==> config.mk <==
export PLATFORM = sky130hd
export DESIGN_NAME = battery_gauge_average_interpolate_unit
export DESIGN_NICKNAME = d
export VERILOG_FILES = /design/src/hdl/bgai_pkg.sv /design/src/hdl/bgai_serial_mul.sv /design/src/hdl/bgai_serial_div.sv /design/src/hdl/bgai_percent.sv /design/src/hdl/battery_gauge_average_interpolate_unit.sv
export SDC_FILE = /design/constraint.sdc
export NUM_CORES = 1
export LEC_CHECK = 0
export BUFFER_PORTS_ARGS = -buffer_cell sky130_fd_sc_hd__buf_2
export CAP_MARGIN = 10
export CORE_ASPECT_RATIO = 2
export CORE_UTILIZATION = 49
export DETAILED_ROUTE_END_ITERATION = 10
export PLACE_DENSITY_LB_ADDON = 0.1
export SYNTH_ARGS = -nofsm -noshare
export SYNTH_HDL_FRONTEND = slang
export SYNTH_HIERARCHICAL = 1
export SYNTH_SLANG_ARGS = --single-unit
==> constraint.sdc <==
create_clock -name clk -period 23.3 [get_ports clk]
set_input_delay 1.165 -clock clk [delete_from_list [all_inputs] [get_ports clk]]
set_output_delay 1.165 -clock clk [all_outputs]
set_load 0.1 [all_outputs]
==> src/hdl/bgai_pkg.sv <==
// Shared widths, codes, table lookups and status decode for the battery gauge.
package bgai_pkg;

    localparam int SAMPLE_W    = 12;
    localparam int RATIO_W     = 12;
    localparam int FRAC_BITS   = 8;
    localparam int MV_W        = 16;
    localparam int PCT_W       = 7;
    localparam int STATUS_W    = 2;
    localparam int CFG_INDEX_W = 2;
    localparam int CFG_DATA_W  = 12;

    localparam int SAMPLES_PER_READING_DEF = 16;

    localparam logic [CFG_INDEX_W-1:0] CFG_DIVIDER_RATIO = 2'd0;
    localparam logic [CFG_INDEX_W-1:0] CFG_CHARGE_PIN    = 2'd1;
    localparam logic [CFG_INDEX_W-1:0] CFG_STANDBY_PIN   = 2'd2;

    localparam logic [RATIO_W-1:0] RATIO_RESET = 12'd512;

    localparam logic [STATUS_W-1:0] STATUS_UNKNOWN     = 2'd0;
    localparam logic [STATUS_W-1:0] STATUS_CHARGING    = 2'd1;
    localparam logic [STATUS_W-1:0] STATUS_FULL        = 2'd2;
    localparam logic [STATUS_W-1:0] STATUS_DISCHARGING = 2'd3;

    localparam int VOLT_MIN_MV  = 3100;
    localparam int VOLT_MAX_MV  = 4200;
    localparam int VOLT_STEP_MV = 100;
    localparam int SEGMENTS     = 11;
    localparam int SEG_W        = 4;
    localparam int DIFF_W       = 7;
    localparam int PCT_FULL     = 100;

    localparam int RECIP_W     = 6;
    localparam int RECIP_100   = 41;
    localparam int RECIP_SHIFT = 12;

    typedef struct packed {
        logic charge_pin;
        logic standby_pin;
    } pin_cfg_t;

    // Percent at each table point, counted upwards from the lowest voltage.
    function automatic logic [PCT_W-1:0] pct_point(input logic [SEG_W-1:0] k);
        logic [PCT_W-1:0] p;
        begin
            unique case (k)
                4'd0:    p = 7'd0;
                4'd1:    p = 7'd5;
                4'd2:    p = 7'd10;
                4'd3:    p = 7'd20;
                4'd4:    p = 7'd30;
                4'd5:    p = 7'd40;
                4'd6:    p = 7'd50;
                4'd7:    p = 7'd60;
                4'd8:    p = 7'd70;
                4'd9:    p = 7'd80;
                4'd10:   p = 7'd90;
                default: p = 7'd100;
            endcase
            return p;
        end
    endfunction

    function automatic logic [STATUS_W-1:0] decode_status(input pin_cfg_t pins,
                                                          input logic chg,
                                                          input logic stby);
        logic [STATUS_W-1:0] s;
        begin
            priority if (!pins.charge_pin && !pins.standby_pin)
                s = STATUS_UNKNOWN;
            else if (pins.charge_pin && chg)
                s = STATUS_CHARGING;
            else if (pins.standby_pin && stby)
                s = STATUS_FULL;
            else
                s = STATUS_DISCHARGING;
            return s;
        end
    endfunction

endpackage

==> src/hdl/bgai_serial_mul.sv <==
// Shift-and-add multiplier taking one multiplier bit per cycle, most significant first.
module bgai_serial_mul #(
    parameter int MCAND_W = 16
) (
    input  logic                                  clk,
    input  logic                                  rst_n,
    input  logic                                  start,
    input  logic [MCAND_W-1:0]                    multiplicand,
    input  logic [bgai_pkg::RATIO_W-1:0]          multiplier,
    output logic                                  done,
    output logic [MCAND_W+bgai_pkg::RATIO_W-1:0]  product
);
    import bgai_pkg::*;

    localparam int PROD_W = MCAND_W + RATIO_W;
    localparam int CNT_W  = $clog2(RATIO_W + 1);

    logic [PROD_W-1:0]  acc_reg, acc_next;
    logic [MCAND_W-1:0] mcand_reg, mcand_next;
    logic [RATIO_W-1:0] mplr_reg, mplr_next;
    logic [CNT_W-1:0]   cnt_reg, cnt_next;
    logic               run_reg, run_next;
    logic               done_reg, done_next;

    always_comb
    begin
        acc_next   = acc_reg;
        mcand_next = mcand_reg;
        mplr_next  = mplr_reg;
        cnt_next   = cnt_reg;
        run_next   = run_reg;
        done_next  = 1'b0;
        if (start)
        begin
            acc_next   = '0;
            mcand_next = multiplicand;
            mplr_next  = multiplier;
            cnt_next   = CNT_W'(RATIO_W);
            run_next   = 1'b1;
        end
        else if (run_reg)
        begin
            acc_next  = {acc_reg[PROD_W-2:0], 1'b0}
                        + (mplr_reg[RATIO_W-1] ? PROD_W'(mcand_reg) : '0);
            mplr_next = {mplr_reg[RATIO_W-2:0], 1'b0};
            cnt_next  = cnt_reg - 1'b1;
            if (cnt_reg == CNT_W'(1))
            begin
                run_next  = 1'b0;
                done_next = 1'b1;
            end
        end
    end

    always_ff @(posedge clk or negedge rst_n)
    begin
        if (!rst_n)
        begin
            cnt_reg  <= '0;
            run_reg  <= 1'b0;
            done_reg <= 1'b0;
        end
        else
        begin
            cnt_reg  <= cnt_next;
            run_reg  <= run_next;
            done_reg <= done_next;
        end
    end

    always_ff @(posedge clk)
    begin
        acc_reg   <= acc_next;
        mcand_reg <= mcand_next;
        mplr_reg  <= mplr_next;
    end

    assign done    = done_reg;
    assign product = acc_reg;

endmodule

==> src/hdl/bgai_serial_div.sv <==
// Restoring divider by a fixed divisor, one quotient bit per cycle.
module bgai_serial_div #(
    parameter int NUM_W   = 28,
    parameter int DIVISOR = 4096
) (
    input  logic             clk,
    input  logic             rst_n,
    input  logic             start,
    input  logic [NUM_W-1:0] dividend,
    output logic             done,
    output logic [NUM_W-1:0] quotient
);
    localparam int REM_W = $clog2(DIVISOR) + 1;
    localparam int CNT_W = $clog2(NUM_W + 1);
    localparam logic [REM_W-1:0] DIV_C = REM_W'(DIVISOR);

    logic [NUM_W-1:0] num_reg, num_next;
    logic [NUM_W-1:0] quo_reg, quo_next;
    logic [REM_W-1:0] rem_reg, rem_next;
    logic [REM_W-1:0] rem_shift;
    logic [CNT_W-1:0] cnt_reg, cnt_next;
    logic             run_reg, run_next;
    logic             done_reg, done_next;

    always_comb
    begin
        num_next  = num_reg;
        quo_next  = quo_reg;
        rem_next  = rem_reg;
        cnt_next  = cnt_reg;
        run_next  = run_reg;
        done_next = 1'b0;
        rem_shift = {rem_reg[REM_W-2:0], num_reg[NUM_W-1]};
        if (start)
        begin
            num_next = dividend;
            quo_next = '0;
            rem_next = '0;
            cnt_next = CNT_W'(NUM_W);
            run_next = 1'b1;
        end
        else if (run_reg)
        begin
            num_next = {num_reg[NUM_W-2:0], 1'b0};
            if (rem_shift >= DIV_C)
            begin
                rem_next = rem_shift - DIV_C;
                quo_next = {quo_reg[NUM_W-2:0], 1'b1};
            end
            else
            begin
                rem_next = rem_shift;
                quo_next = {quo_reg[NUM_W-2:0], 1'b0};
            end
            cnt_next = cnt_reg - 1'b1;
            if (cnt_reg == CNT_W'(1))
            begin
                run_next  = 1'b0;
                done_next = 1'b1;
            end
        end
    end

    always_ff @(posedge clk or negedge rst_n)
    begin
        if (!rst_n)
        begin
            cnt_reg  <= '0;
            run_reg  <= 1'b0;
            done_reg <= 1'b0;
        end
        else
        begin
            cnt_reg  <= cnt_next;
            run_reg  <= run_next;
            done_reg <= done_next;
        end
    end

    always_ff @(posedge clk)
    begin
        num_reg <= num_next;
        quo_reg <= quo_next;
        rem_reg <= rem_next;
    end

    assign done     = done_reg;
    assign quotient = quo_reg;

endmodule

==> src/hdl/bgai_percent.sv <==
// Two-stage piecewise-linear lookup from battery millivolts to charge percent.
module bgai_percent (
    input  logic                        clk,
    input  logic                        rst_n,
    input  logic                        start,
    input  logic [bgai_pkg::MV_W-1:0]   mv,
    output logic                        done,
    output logic [bgai_pkg::PCT_W-1:0]  percent
);
    import bgai_pkg::*;

    localparam logic [1:0] SEL_EMPTY  = 2'd0;
    localparam logic [1:0] SEL_FULL   = 2'd1;
    localparam logic [1:0] SEL_INTERP = 2'd2;

    localparam int PROD_W   = DIFF_W + PCT_W;
    localparam int SCALED_W = PROD_W + RECIP_W;

    logic [1:0]          sel_reg, sel_next;
    logic [SEG_W-1:0]    seg_reg, seg_next;
    logic [DIFF_W-1:0]   diff_reg, diff_next;
    logic                s1_reg;
    logic                done_reg;
    logic [PCT_W-1:0]    pct_reg, pct_next;
    logic [PCT_W-1:0]    span;
    logic [PROD_W-1:0]   prod;
    logic [SCALED_W-1:0] scaled;

    always_comb
    begin
        seg_next  = '0;
        diff_next = '0;
        for (int k = 0; k < SEGMENTS; k++)
        begin
            if (mv > MV_W'(VOLT_MIN_MV + k * VOLT_STEP_MV))
            begin
                seg_next  = SEG_W'(k);
                diff_next = DIFF_W'(mv - MV_W'(VOLT_MIN_MV + k * VOLT_STEP_MV));
            end
        end
        priority if (mv >= MV_W'(VOLT_MAX_MV))
            sel_next = SEL_FULL;
        else if (mv <= MV_W'(VOLT_MIN_MV))
            sel_next = SEL_EMPTY;
        else
            sel_next = SEL_INTERP;
    end

    always_comb
    begin
        span   = pct_point(seg_reg + 1'b1) - pct_point(seg_reg);
        prod   = PROD_W'(diff_reg) * PROD_W'(span);
        scaled = SCALED_W'(prod) * SCALED_W'(RECIP_100);
        unique case (sel_reg)
            SEL_FULL:   pct_next = PCT_W'(PCT_FULL);
            SEL_INTERP: pct_next = pct_point(seg_reg) + PCT_W'(scaled >> RECIP_SHIFT);
            default:    pct_next = '0;
        endcase
    end

    always_ff @(posedge clk or negedge rst_n)
    begin
        if (!rst_n)
        begin
            s1_reg   <= 1'b0;
            done_reg <= 1'b0;
        end
        else
        begin
            s1_reg   <= start;
            done_reg <= s1_reg;
        end
    end

    always_ff @(posedge clk)
    begin
        if (start)
        begin
            sel_reg  <= sel_next;
            seg_reg  <= seg_next;
            diff_reg <= diff_next;
        end
        if (s1_reg)
        begin
            pct_reg <= pct_next;
        end
    end

    assign done    = done_reg;
    assign percent = pct_reg;

endmodule

==> src/hdl/battery_gauge_average_interpolate_unit.sv <==
// Top level of the battery gauge: block averaging, voltage restore, percent and status.
//
//   Channel | Direction | Handshake            | Payload
//   in      | input     | in_valid / in_ready   | sample_mv, charge_active, standby_active
//   cfg     | input     | cfg_valid / cfg_ready | cfg_index, cfg_data
//   out     | output    | out_valid / out_ready | battery_mv, charge_percent, charge_status
//
// A request that does not close a block is added to the sum. The closing request starts
// a shift-and-add multiply by the divider ratio, then a restoring division over the
// product bits (28 at the default block length), then the table lookup, each unit
// started when the one before it is done.
// The input waits until the reading is loaded into the output register, which may still
// hold an earlier reading; out_ready low holds it there.
// Reset clears the sum, the count and out_valid, and sets the state, ratio and pins to their defaults.
module battery_gauge_average_interpolate_unit #(
    parameter int SAMPLES_PER_READING = bgai_pkg::SAMPLES_PER_READING_DEF
) (
    input  logic                               clk,
    input  logic                               rst_n,
    input  logic                               in_valid,
    output logic                               in_ready,
    input  logic [bgai_pkg::SAMPLE_W-1:0]      sample_mv,
    input  logic                               charge_active,
    input  logic                               standby_active,
    input  logic                               cfg_valid,
    output logic                               cfg_ready,
    input  logic [bgai_pkg::CFG_INDEX_W-1:0]   cfg_index,
    input  logic [bgai_pkg::CFG_DATA_W-1:0]    cfg_data,
    output logic                               out_valid,
    input  logic                               out_ready,
    output logic [bgai_pkg::MV_W-1:0]          battery_mv,
    output logic [bgai_pkg::PCT_W-1:0]         charge_percent,
    output logic [bgai_pkg::STATUS_W-1:0]      charge_status
);
    import bgai_pkg::*;

    localparam int SUM_W   = SAMPLE_W + $clog2(SAMPLES_PER_READING);
    localparam int PROD_W  = SUM_W + RATIO_W;
    localparam int CNT_W   = (SAMPLES_PER_READING > 1) ? $clog2(SAMPLES_PER_READING) : 1;
    localparam int DIVISOR = SAMPLES_PER_READING * (1 << FRAC_BITS);
    localparam logic [CNT_W-1:0] LAST_CNT = CNT_W'(SAMPLES_PER_READING - 1);

    localparam logic [2:0] ST_IDLE = 3'd0;
    localparam logic [2:0] ST_MUL  = 3'd1;
    localparam logic [2:0] ST_DIV  = 3'd2;
    localparam logic [2:0] ST_PCT  = 3'd3;
    localparam logic [2:0] ST_OUT  = 3'd4;

    logic [2:0]          state_reg, state_next;
    logic [SUM_W-1:0]    sum_reg, sum_next;
    logic [SUM_W-1:0]    sum_add;
    logic [CNT_W-1:0]    count_reg, count_next;
    logic [RATIO_W-1:0]  ratio_reg, ratio_next;
    pin_cfg_t            pins_reg, pins_next;
    logic [STATUS_W-1:0] status_reg, status_next;
    logic [MV_W-1:0]     mv_reg, mv_next;
    logic                out_valid_reg, out_valid_next;
    logic [MV_W-1:0]     out_mv_reg, out_mv_next;
    logic [PCT_W-1:0]    out_pct_reg, out_pct_next;
    logic [STATUS_W-1:0] out_status_reg, out_status_next;

    logic                in_accept;
    logic                last_sample;
    logic                mul_start;
    logic                mul_done;
    logic [PROD_W-1:0]   product;
    logic                div_start;
    logic                div_done;
    logic [PROD_W-1:0]   quotient;
    logic [MV_W-1:0]     mv_sat;
    logic                pct_start;
    logic                pct_done;
    logic [PCT_W-1:0]    pct_value;
    logic                out_load;

    assign in_ready    = (state_reg == ST_IDLE);
    assign cfg_ready   = 1'b1;
    assign in_accept   = in_valid && in_ready;
    assign last_sample = (count_reg == LAST_CNT);
    assign sum_add     = sum_reg + SUM_W'(sample_mv);
    assign mul_start   = in_accept && last_sample;
    assign div_start   = (state_reg == ST_MUL) && mul_done;
    assign mv_sat      = (|quotient[PROD_W-1:MV_W]) ? '1 : quotient[MV_W-1:0];
    assign pct_start   = (state_reg == ST_DIV) && div_done;
    assign out_load    = (state_reg == ST_OUT) && (!out_valid_reg || out_ready);

    bgai_serial_mul #(
        .MCAND_W (SUM_W)
    ) u_mul (
        .clk          (clk),
        .rst_n        (rst_n),
        .start        (mul_start),
        .multiplicand (sum_add),
        .multiplier   (ratio_reg),
        .done         (mul_done),
        .product      (product)
    );

    bgai_serial_div #(
        .NUM_W   (PROD_W),
        .DIVISOR (DIVISOR)
    ) u_div (
        .clk      (clk),
        .rst_n    (rst_n),
        .start    (div_start),
        .dividend (product),
        .done     (div_done),
        .quotient (quotient)
    );

    bgai_percent u_pct (
        .clk     (clk),
        .rst_n   (rst_n),
        .start   (pct_start),
        .mv      (mv_sat),
        .done    (pct_done),
        .percent (pct_value)
    );

    always_comb
    begin
        ratio_next = ratio_reg;
        pins_next  = pins_reg;
        if (cfg_valid && cfg_ready)
        begin
            unique case (cfg_index)
                CFG_DIVIDER_RATIO: ratio_next = cfg_data[RATIO_W-1:0];
                CFG_CHARGE_PIN:    pins_next.charge_pin = cfg_data[0];
                CFG_STANDBY_PIN:   pins_next.standby_pin = cfg_data[0];
                default:           ratio_next = ratio_reg;
            endcase
        end
    end

    always_comb
    begin
        state_next  = state_reg;
        sum_next    = sum_reg;
        count_next  = count_reg;
        status_next = status_reg;
        mv_next     = mv_reg;
        unique case (state_reg)
            ST_IDLE:
            begin
                if (in_accept)
                begin
                    if (last_sample)
                    begin
                        sum_next    = '0;
                        count_next  = '0;
                        status_next = decode_status(pins_reg, charge_active, standby_active);
                        state_next  = ST_MUL;
                    end
                    else
                    begin
                        sum_next   = sum_add;
                        count_next = count_reg + 1'b1;
                    end
                end
            end
            ST_MUL:
            begin
                if (mul_done)
                begin
                    state_next = ST_DIV;
                end
            end
            ST_DIV:
            begin
                if (div_done)
                begin
                    mv_next    = mv_sat;
                    state_next = ST_PCT;
                end
            end
            ST_PCT:
            begin
                if (pct_done)
                begin
                    state_next = ST_OUT;
                end
            end
            ST_OUT:
            begin
                if (out_load)
                begin
                    state_next = ST_IDLE;
                end
            end
            default:
            begin
                state_next = ST_IDLE;
            end
        endcase
    end

    always_comb
    begin
        out_valid_next  = out_valid_reg;
        out_mv_next     = out_mv_reg;
        out_pct_next    = out_pct_reg;
        out_status_next = out_status_reg;
        if (out_valid_reg && out_ready)
        begin
            out_valid_next = 1'b0;
        end
        if (out_load)
        begin
            out_valid_next  = 1'b1;
            out_mv_next     = mv_reg;
            out_pct_next    = pct_value;
            out_status_next = status_reg;
        end
    end

    always_ff @(posedge clk or negedge rst_n)
    begin
        if (!rst_n)
        begin
            state_reg     <= ST_IDLE;
            sum_reg       <= '0;
            count_reg     <= '0;
            ratio_reg     <= RATIO_RESET;
            pins_reg      <= '{charge_pin: 1'b1, standby_pin: 1'b1};
            out_valid_reg <= 1'b0;
        end
        else
        begin
            state_reg     <= state_next;
            sum_reg       <= sum_next;
            count_reg     <= count_next;
            ratio_reg     <= ratio_next;
            pins_reg      <= pins_next;
            out_valid_reg <= out_valid_next;
        end
    end

    always_ff @(posedge clk)
    begin
        status_reg     <= status_next;
        mv_reg         <= mv_next;
        out_mv_reg     <= out_mv_next;
        out_pct_reg    <= out_pct_next;
        out_status_reg <= out_status_next;
    end

    assign out_valid      = out_valid_reg;
    assign battery_mv     = out_mv_reg;
    assign charge_percent = out_pct_reg;
    assign charge_status  = out_status_reg;

endmodule

After elaboration in Yosys (flattened, before gate mapping)
Memories as Yosys holds them, arrays and structs flattened.
Cells that the tools add are included.
- register bits after elaboration: 240
- memory bits (read-only): 336
- input bits: 33
- memories kept: 3
- $add $sub $neg: 20
- multipliers: 2
- magnitude comparators: 14
- equal/unequal tests: 17
- mux-type cells: 60
- reductions and logical operators: 28
- memories (memory ; depth ; bits a word ; rd ports ; clocked after Yosys merged registers in ; wr ports ; RTL line ; RTL):
    (no name shown) ; 16 ; 7 ; 1 ; 0 ; 0 ; bgai_pkg.sv:47 ; unique case (k)
    (no name shown) ; 16 ; 7 ; 1 ; 0 ; 0 ; bgai_pkg.sv:47 ;
    (no name shown) ; 16 ; 7 ; 1 ; 0 ; 0 ; bgai_pkg.sv:47 ;
- operators by type and width (kind ; count):
    $gt 16x12->1 const B ; 10
    $mux 7 ; 12
    $mux 28 ; 2
    $mux 16 ; 3
    $mux 12 ; 3
    $mux 4 ; 9
    $add 28x28->28 ; 1
    $sub 7x7->7 const B ; 4
    $sub 7x6->7 const B ; 3
    $mul 14x6->19 const B ; 1
    $mux 1 ; 18
    $mux 3 ; 6
    $add 16x12->16 ; 1
    $ge 16x13->1 const B ; 1
    $gt 16x13->1 const B ; 1
    $le 16x12->1 const B ; 1
    $pmux 3 s5 ; 1
    $mul 7x7->14 ; 1
    $pmux 7 s2 ; 1
    $sub 7x5->7 const B ; 2
    $ge 13x13->1 const B ; 1
    $reduce_or 12->1 ; 1
    $sub 12x1->12 const B ; 1
    $mux 5 ; 2
    other kinds (29) ; 55

Longest topological paths before layout
Gate-level depths: netlist of the first run.
- depth in word-level cells: 14
- depth in mapped cells: 49
- gate-level depth less buffers: 48

Hierarchy
Netlist of the first run, hierarchy kept.
- by module, submodules not included (module ; times used ; cells each ; area each (sq um) ; sequential area each (sq um)):
    bgai_percent ; 1 ; 670 ; 5735.5 ; 650.6
    battery_gauge_average_interpolate_unit ; 1 ; 297 ; 3743.6 ; 2245.9
    bgai_serial_mul ; 1 ; 326 ; 3289.4 ; 1551.5
    bgai_serial_div ; 1 ; 221 ; 2944.1 ; 1816.7

Worst setup path before layout of the first run
No wires, ideal clock.
- path type: reg-to-reg
- from: register u_pct.seg_reg[0]
- to: register u_pct.pct_reg[6] (netlist: u_pct/percent[6]), data pin
- setup time: 0.271 ns
- data arrival time: 10.010 ns
- data required time: 23.029 ns
- setup slack: 13.019 ns
- stages on the path, launching flop included: 47
- buffers on the path: 1
- period minus slack after synthesis: 10.281 ns
- cell sequence: edfxtp_1 > buf_2 > inv_1 > ha_1 > inv_1 > o311ai_0 > a32oi_1 > ha_1 > nor2b_1 > o21ai_0 > nand2b_1 > a21o_1 > a21oi_1 > xnor2_1 > nand2_1 > fa_1 > fa_1 > inv_1 > [11 not listed] > fa_1 > ha_1 > ha_1 > or3_1 > a41oi_2 > nand2_1 > a21oi_1 > xnor2_1 > ha_1 > fa_1 > a21oi_1 > nor2_1 > nor2_1 > a31oi_1 > a41o_1 > o2111a_1 > a31oi_1 > o2111ai_1
- cells in the longest elaborated chain, start to end: 7
- RTL lines (what ; RTL line ; RTL):
    start: declaration ; bgai_percent.sv:20 ; logic [SEG_W-1:0] seg_reg, seg_next;
    start signal: assignment ; bgai_percent.sv:80 ; seg_reg <= seg_next;
    $add 4x1->4 ; bgai_percent.sv:51 ; span = pct_point(seg_reg + 1'b1) - pct_point(seg_reg);
    $mem_v2 16x7 ; -- ;
    $sub 7x7->7 ; bgai_percent.sv:51 ;
    $mul 7x7->14 ; bgai_percent.sv:52 ; prod = PROD_W'(diff_reg) * PROD_W'(span);
    $mul 14x6->19 ; bgai_percent.sv:53 ; scaled = SCALED_W'(prod) * SCALED_W'(RECIP_100);
    $add 7x7->7 * ; bgai_percent.sv:56 ; SEL_INTERP: pct_next = pct_point(seg_reg) + PCT_W'(scaled >> RECIP_SHIFT);
    $pmux 7 s2 * ; bgai_percent.sv:54 ; unique case (sel_reg)
    via u_pct.pct_next[6] ; bgai_percent.sv:24 ; logic [PCT_W-1:0] pct_reg, pct_next;
    end signal: assignment ; bgai_percent.sv:85 ; pct_reg <= pct_next;
    end: declaration ; bgai_percent.sv:24 ;
Mark *: on every way through the listed nets, which the timed path passes. The rest lies on a longest branch. The select of a mux whose other input is x is not followed.
A chain may end at the register's enable or synchronous reset.

Final worst setup path of the first run
Ends and elaborated chain as after synthesis.

==> impl_metrics.tcl, run 1 <==
set metrics [dict create \
    status "complete, no violations" \
    period_share 0.494 \
    synth_cells 1514 \
    syn_nets 1727 \
    fin_crit_ps 11510 \
    grt_usage 0.223 \
    cp_slowest_cell "edfxtp_1" \
    vias 11461 \
    arrival_ps 11770 \
    drc 0 \
    hold_viol_final 0 \
    yosys-top-cells-count "ha_1 (148), nor2_1 (133), edfxtp_1 (119)" \
    antenna_cells 0 \
    core_um2 31500 \
    timing.fmax_mhz 86.9 \
    port_buffers 59 \
    worstSetupEndpointType "flop" \
    numCtsBuffers 24 \
    synth_area_um2 15700 \
    grt_pass1_vias 11632 \
    gr-total-overflow 0 \
    start_kind "flop" \
    ys_warn_count 6 \
    powerDensity_nw_per_um2 79.5 \
    hold_buffers 0 \
    tightestPinTransition_ps 1080 \
    first_pass_iters 5 \
    p_total_uw 1370 \
    post-cts-setup-buffers 0 \
    htreeDepth 1 \
    synth_top_area_frac 0.227 \
    nets 1765 \
    p_leak_uw 0.00737 \
    ys.flop_type "edfxtp_1" \
    die_area_um2 32800 \
    final_antenna_net_count 0 \
    hold_class "flop to flop" \
    cts.clk_slew.worst_paths_ps 60 \
    crit_path_max_fanout 12 \
    clkLatencyLatePin_ps 530 \
    tns_ps 0 \
    ys_async_sr_fraction 0.221 \
    gp_routability_congestion 0.866 \
    dpl.hpwl_um 27200 \
    worst_path_largest_cell_delay_ps 610 \
    ys_seq_elements 240 \
    use_met3 0.0219 \
    finish.utilization 0.546 \
    avgSynthCellArea_um2 10.4 \
    yosysUniqueCellTypes 99 \
    drive_above_1_share 0.149 \
    use_met2 0.440 \
    use_met1 0.223 \
    die_w_um 129 \
    area_growth_pct 9.68 \
    synth_top_area_cell "edfxtp_1" \
    root_buffer "clkbuf_16" \
    wl_per_cell_um 17.8 \
    wl_um 35500 \
    skew_ps 24.1 \
    ir_worst_vdd_mv 0.0747 \
    ios 61 \
    synth_area_leaders "edfxtp_1 (23%), ha_1 (12%), dfxtp_1 (8.7%), dfrtp_1 (8.0%), fa_1 (4.1%)" \
    synth.most_common_cell "ha_1" \
    initial_core_util 0.498 \
    die_y_um 255 \
    via_per_inst 5.75 \
    tritoncts "yes" \
    final-setup-viol-count 0 \
    cts.sinks 240 \
    antenna_found_initial 0 \
    dr.first_iter.drc_count 517 \
    synth-edff-count 119 \
    relSlewSlack 0.273 \
    required_ps 23570 \
    cap_violations 0 \
    drv_slew 0 \
    grt_pass1_wl_um 58000 \
    path_class "flop to flop" \
    grt_max_degree 79 \
    grt.busiest_layer "met2" \
    rsz0062_at_grt "false" \
    yosysSeqAreaShare 0.399 \
    row_count 92 \
    clockBufferDepth 3 \
    cts_resized 0 \
]
-- kinds of logic after synthesis --
family                   synth area share
AO/OA/AOI/OAI                       0.131
multiplexers                       0.0758
AND/OR/NAND/NOR                     0.162
flip-flops                          0.399
buffers and inverters              0.0353
XOR/XNOR                           0.0378
other                            0.000239
adder cells (fa/ha/maj)             0.159
-- cell type report --
cell class              instances  area, um2
inverters                      74        278
clock inverters                15        200
multi-input cells            1140       8940
fillers                      2940      14300
flip-flops and latches        240       6270
well taps                     423        529
clock buffers                  29        629
repair buffers                 72        393
-- power by group --
group	switching (uW)	internal (uW)	leakage (uW)
Clock	165	239	0.000390
Sequential	60.6	519	0.00228
Combinational	217	169	0.00470
Total	443	928	0.00737
-- metrics by stage --
step | instances | setup slack [ps] | hold WS, ps | area [um2]
after global placement | 1949 | 12020 | 400 | 16400
after CTS | 1993 | 11790 | 406 | 17200
after floorplan | 1514 | 13020 | 400 | 15700
final | 1993 | 11790 | 404 | 17200
after detailed placement | 1949 | 11800 | 406 | 16400
after global routing | 1993 | 10850 | 414 | 17200
-- critical path, delay by kind of cell (launching register included) --
kind | cells | cell delay (ps)
buffers and inverters | 5 | 470
and+or+nand+nor | 8 | 1320
AOI/OAI and AO/OA | 17 | 3110
xor gates and xnor gates | 3 | 840
adders and majority gates | 12 | 4890
DFF | 1 | 610
-- routing by layer --
metal | vias up | share of wire | routed length, um
met5 | - | 0 | 0
met3 | 108 | 0.030 | 1070
met4 | 0 | 0.054 | 1940
li1 | 5548 | - | -
met2 | 265 | 0.56 | 19900
met1 | 5540 | 0.36 | 12700
-- layout by cell type, fill, tap and decap left out, types with 56 or more instances in the layout --
master,n
a21oi_1,60
buf_2,59
edfxtp_1,119
mux2i_1,56
nor2_1,132
nand2_1,96
ha_1,148
and2_1,57
inv_1,72
dfxtp_1,68
-- final timing paths --
kind	start	end	slack, ps	cells past startpoint
min in group asynchronous	rst_n	count_reg[1]	770	2
max in group asynchronous	rst_n	ratio_reg[4]	22000	2
hold / removal	u_pct/percent[1]	charge_percent[1]	400	0
hold reg to reg	u_pct/percent[1]	charge_percent[1]	400	0
setup reg to reg	u_pct/seg_reg[0]	u_pct/percent[6]	11790	45
setup / recovery	u_pct/seg_reg[0]	u_pct/percent[6]	11790	45
Note: power is estimated with default switching activity, not from simulation.
==> inputs of run 2 (changes only) <==
Settings changed: ABC_AREA from default to 1.
Clock period 23.3 ns to 10.5 ns, I/O delays scaled along.
==> run 2 against run 1 <==
Core utilization increased by 0.27 points. Flip-flop and latch count stayed put. Maximum frequency up 17%. Cell count up 32%. Global-route usage rose by 2.0 points. Sequential share of layout area shrank 1.7 points. Synthesized cell count grew 39%. Count of clock-buffer cells in the layout increased by 5. Register-to-register slack lost 11000 ps. Critical path depth increased by 10. Sequential power increased by 98%. Via count grew 18%.
==> impl_metrics.tcl, run 2 <==
set metrics [dict create \
    ys_warn_count 6 \
    rr_endpoint "u_pct/percent[5]" \
    regToRegStartpoint "u_pct/seg_reg[1]" \
    antenna_found_initial 0 \
    wl_um 41000 \
    grt_usage 0.243 \
    gr-total-overflow 0 \
    period_share 0.933 \
    final_common_cell "nand2_1" \
    grt_pass1_vias 13656 \
    start_kind "flop" \
    seq_area_um2 6260 \
    status "complete, no violations" \
    die_area_um2 34400 \
    via_per_inst 5.14 \
    mostFrequentLayoutCells "nand2_1 (649), inv_1 (352), ha_1 (148), nor2_1 (142), edfxtp_1 (119)" \
    ys_seq_elements 240 \
    multi_input_area_um2 8650 \
    tightestPinTransition_ps 754 \
    p_leak_uw 0.00946 \
    arrival_ps 10090 \
    final-setup-viol-count 0 \
    worstSetupEndpointType "flop" \
    clockBufferDepth 3 \
    yosys-top-cells-count "nand2_1 (649), inv_1 (353), ha_1 (148)" \
    row_count 94 \
    cts.sinks 240 \
    whs_ps 101 \
    htreeDepth 1 \
    synth_area_leaders "edfxtp_1 (22%), nand2_1 (15%), ha_1 (11%), dfxtp_1 (8.3%), inv_1 (8.1%)" \
    tritoncts "yes" \
    worst_path_largest_cell_delay_ps 560 \
    die_y_um 261 \
    numCtsBuffers 24 \
    area_growth_pct 9.93 \
    final_antenna_net_count 0 \
    yosysSeqAreaShare 0.381 \
    reg2reg_depth 55 \
    vias 13501 \
    synth_area_um2 16400 \
    drive_above_1_share 0.101 \
    gp_routability_congestion 0.983 \
    tns_ps 0 \
    clkLatencyLatePin_ps 550 \
    synth_cells 2102 \
    wl_per_cell_um 15.6 \
    synth_top_area_cell "edfxtp_1" \
    grt_pass1_wl_um 66400 \
    dr.first_iter.drc_count 640 \
    synth-edff-count 119 \
    path_class "flop to flop" \
    die_w_um 132 \
    drc 0 \
    hold_viol_final 0 \
    synth_top_area_frac 0.217 \
    initial_core_util 0.500 \
    syn_nets 2315 \
    finish.utilization 0.549 \
    hold_class "input port to asynchronous set/reset pin" \
    cap_violations 0 \
    avgSynthCellArea_um2 7.83 \
    root_buffer "clkbuf_16" \
    nets 2392 \
    dpl.hpwl_um 32700 \
    relSlewSlack 0.497 \
    r2r_setup_slack_ps 710 \
    fill_cells 3241 \
    ir_worst_vdd_mv 0.149 \
    cts.clk_slew.worst_paths_ps 70 \
    skew_ps 28.3 \
    synth.most_common_cell "nand2_1" \
    crit_path_max_fanout 6 \
    powerDensity_nw_per_um2 135 \
    first_pass_iters 6 \
    antenna_cells 0 \
    ios 61 \
    grt_max_degree 61 \
    cp_slowest_cell "fa_1" \
    ys.flop_type "edfxtp_1" \
    drv_slew 0 \
    required_ps 10800 \
    ys_async_sr_fraction 0.221 \
    yosysUniqueCellTypes 63 \
    fin_crit_ps 9790 \
    core_um2 32900 \
    timing.fmax_mhz 102 \
    cp_common_cell "nand2_1" \
    port_buffers 59 \
]
run 2: metrics by stage:
step	area, um2	setup slack [ps]	total power (uW)	cells
2_1_floorplan	16400	911	1480	2102
3_3_place_gp	17200	416	1620	2580
3_5_place_dp	17200	241	1630	2580
4_1_cts	18000	207	2480	2624
5_1_grt	18100	-15.1	2580	2629
6_report	18100	705	2450	2629
run 2: worst max path at each step:
| stage | from | depth (start not counted) | slack [ps] | endpoint |
|---|---|---|---|---|
| 3_3_place_gp | u_pct/seg_reg[0] | 53 | 420 | u_pct/percent[5] |
| 5_1_grt | u_pct/seg_reg[0] | 54 | -20 | u_pct/percent[5] |
| 3_5_place_dp | u_pct/seg_reg[0] | 51 | 240 | u_pct/percent[6] |
| 4_1_cts | u_pct/seg_reg[0] | 51 | 210 | u_pct/percent[6] |
| 2_1_floorplan | u_pct/seg_reg[0] | 54 | 910 | u_pct/percent[5] |
| 6_report | u_pct/seg_reg[1] | 55 | 710 | u_pct/percent[5] |
run 2: repair_timing:
action	4_1_cts	5_1_grt
setup buffers	0	5
gates resized for setup	0	13
hold buffers	0	0
endpoints found under the setup margin	0	5
run 2: final cells by class:
class,instances,area share
clock buffer,34,0.0377
clock inverter,10,0.00415
inverter,370,0.0771
multi-input combinational,1460,0.478
sequential,240,0.346
tap,432,0.0299
timing repair buffer,83,0.0263
run 2: kinds of logic after synthesis:
group	synth area share
mux	0.00753
buf+inv	0.0963
compound gates	0.0772
other cells	0.000228
flops	0.381
xor+xnor	0.0306
fa+ha+maj	0.152
simple gates	0.256
run 2: worst max-delay path, delay by kind of cell, from the launching register on:
kind | cells | cell delay [ps]
adder cells (fa/ha/maj) | 11 | 4490
AND/OR/NAND/NOR | 22 | 2000
buffers and inverters | 10 | 800
AO/OA/AOI/OAI | 10 | 1530
XOR/XNOR | 2 | 250
flip-flops | 1 | 460
run 2: power by group:
group          total [uW]  switching [uW]  internal, uW
sequential           1150            85.7          1070
clock                 838             378           460
combinational         459             300           159
run 2: per-layer routing:
metal	vias up	part of all wire	track usage	wire length, um
met5	-	0	0	0
met4	0	0.063	0.154	2600
met3	129	0.025	0.0217	1040
met2	287	0.57	0.503	23500
met1	6245	0.34	0.221	13900
li1	6840	-	-	-
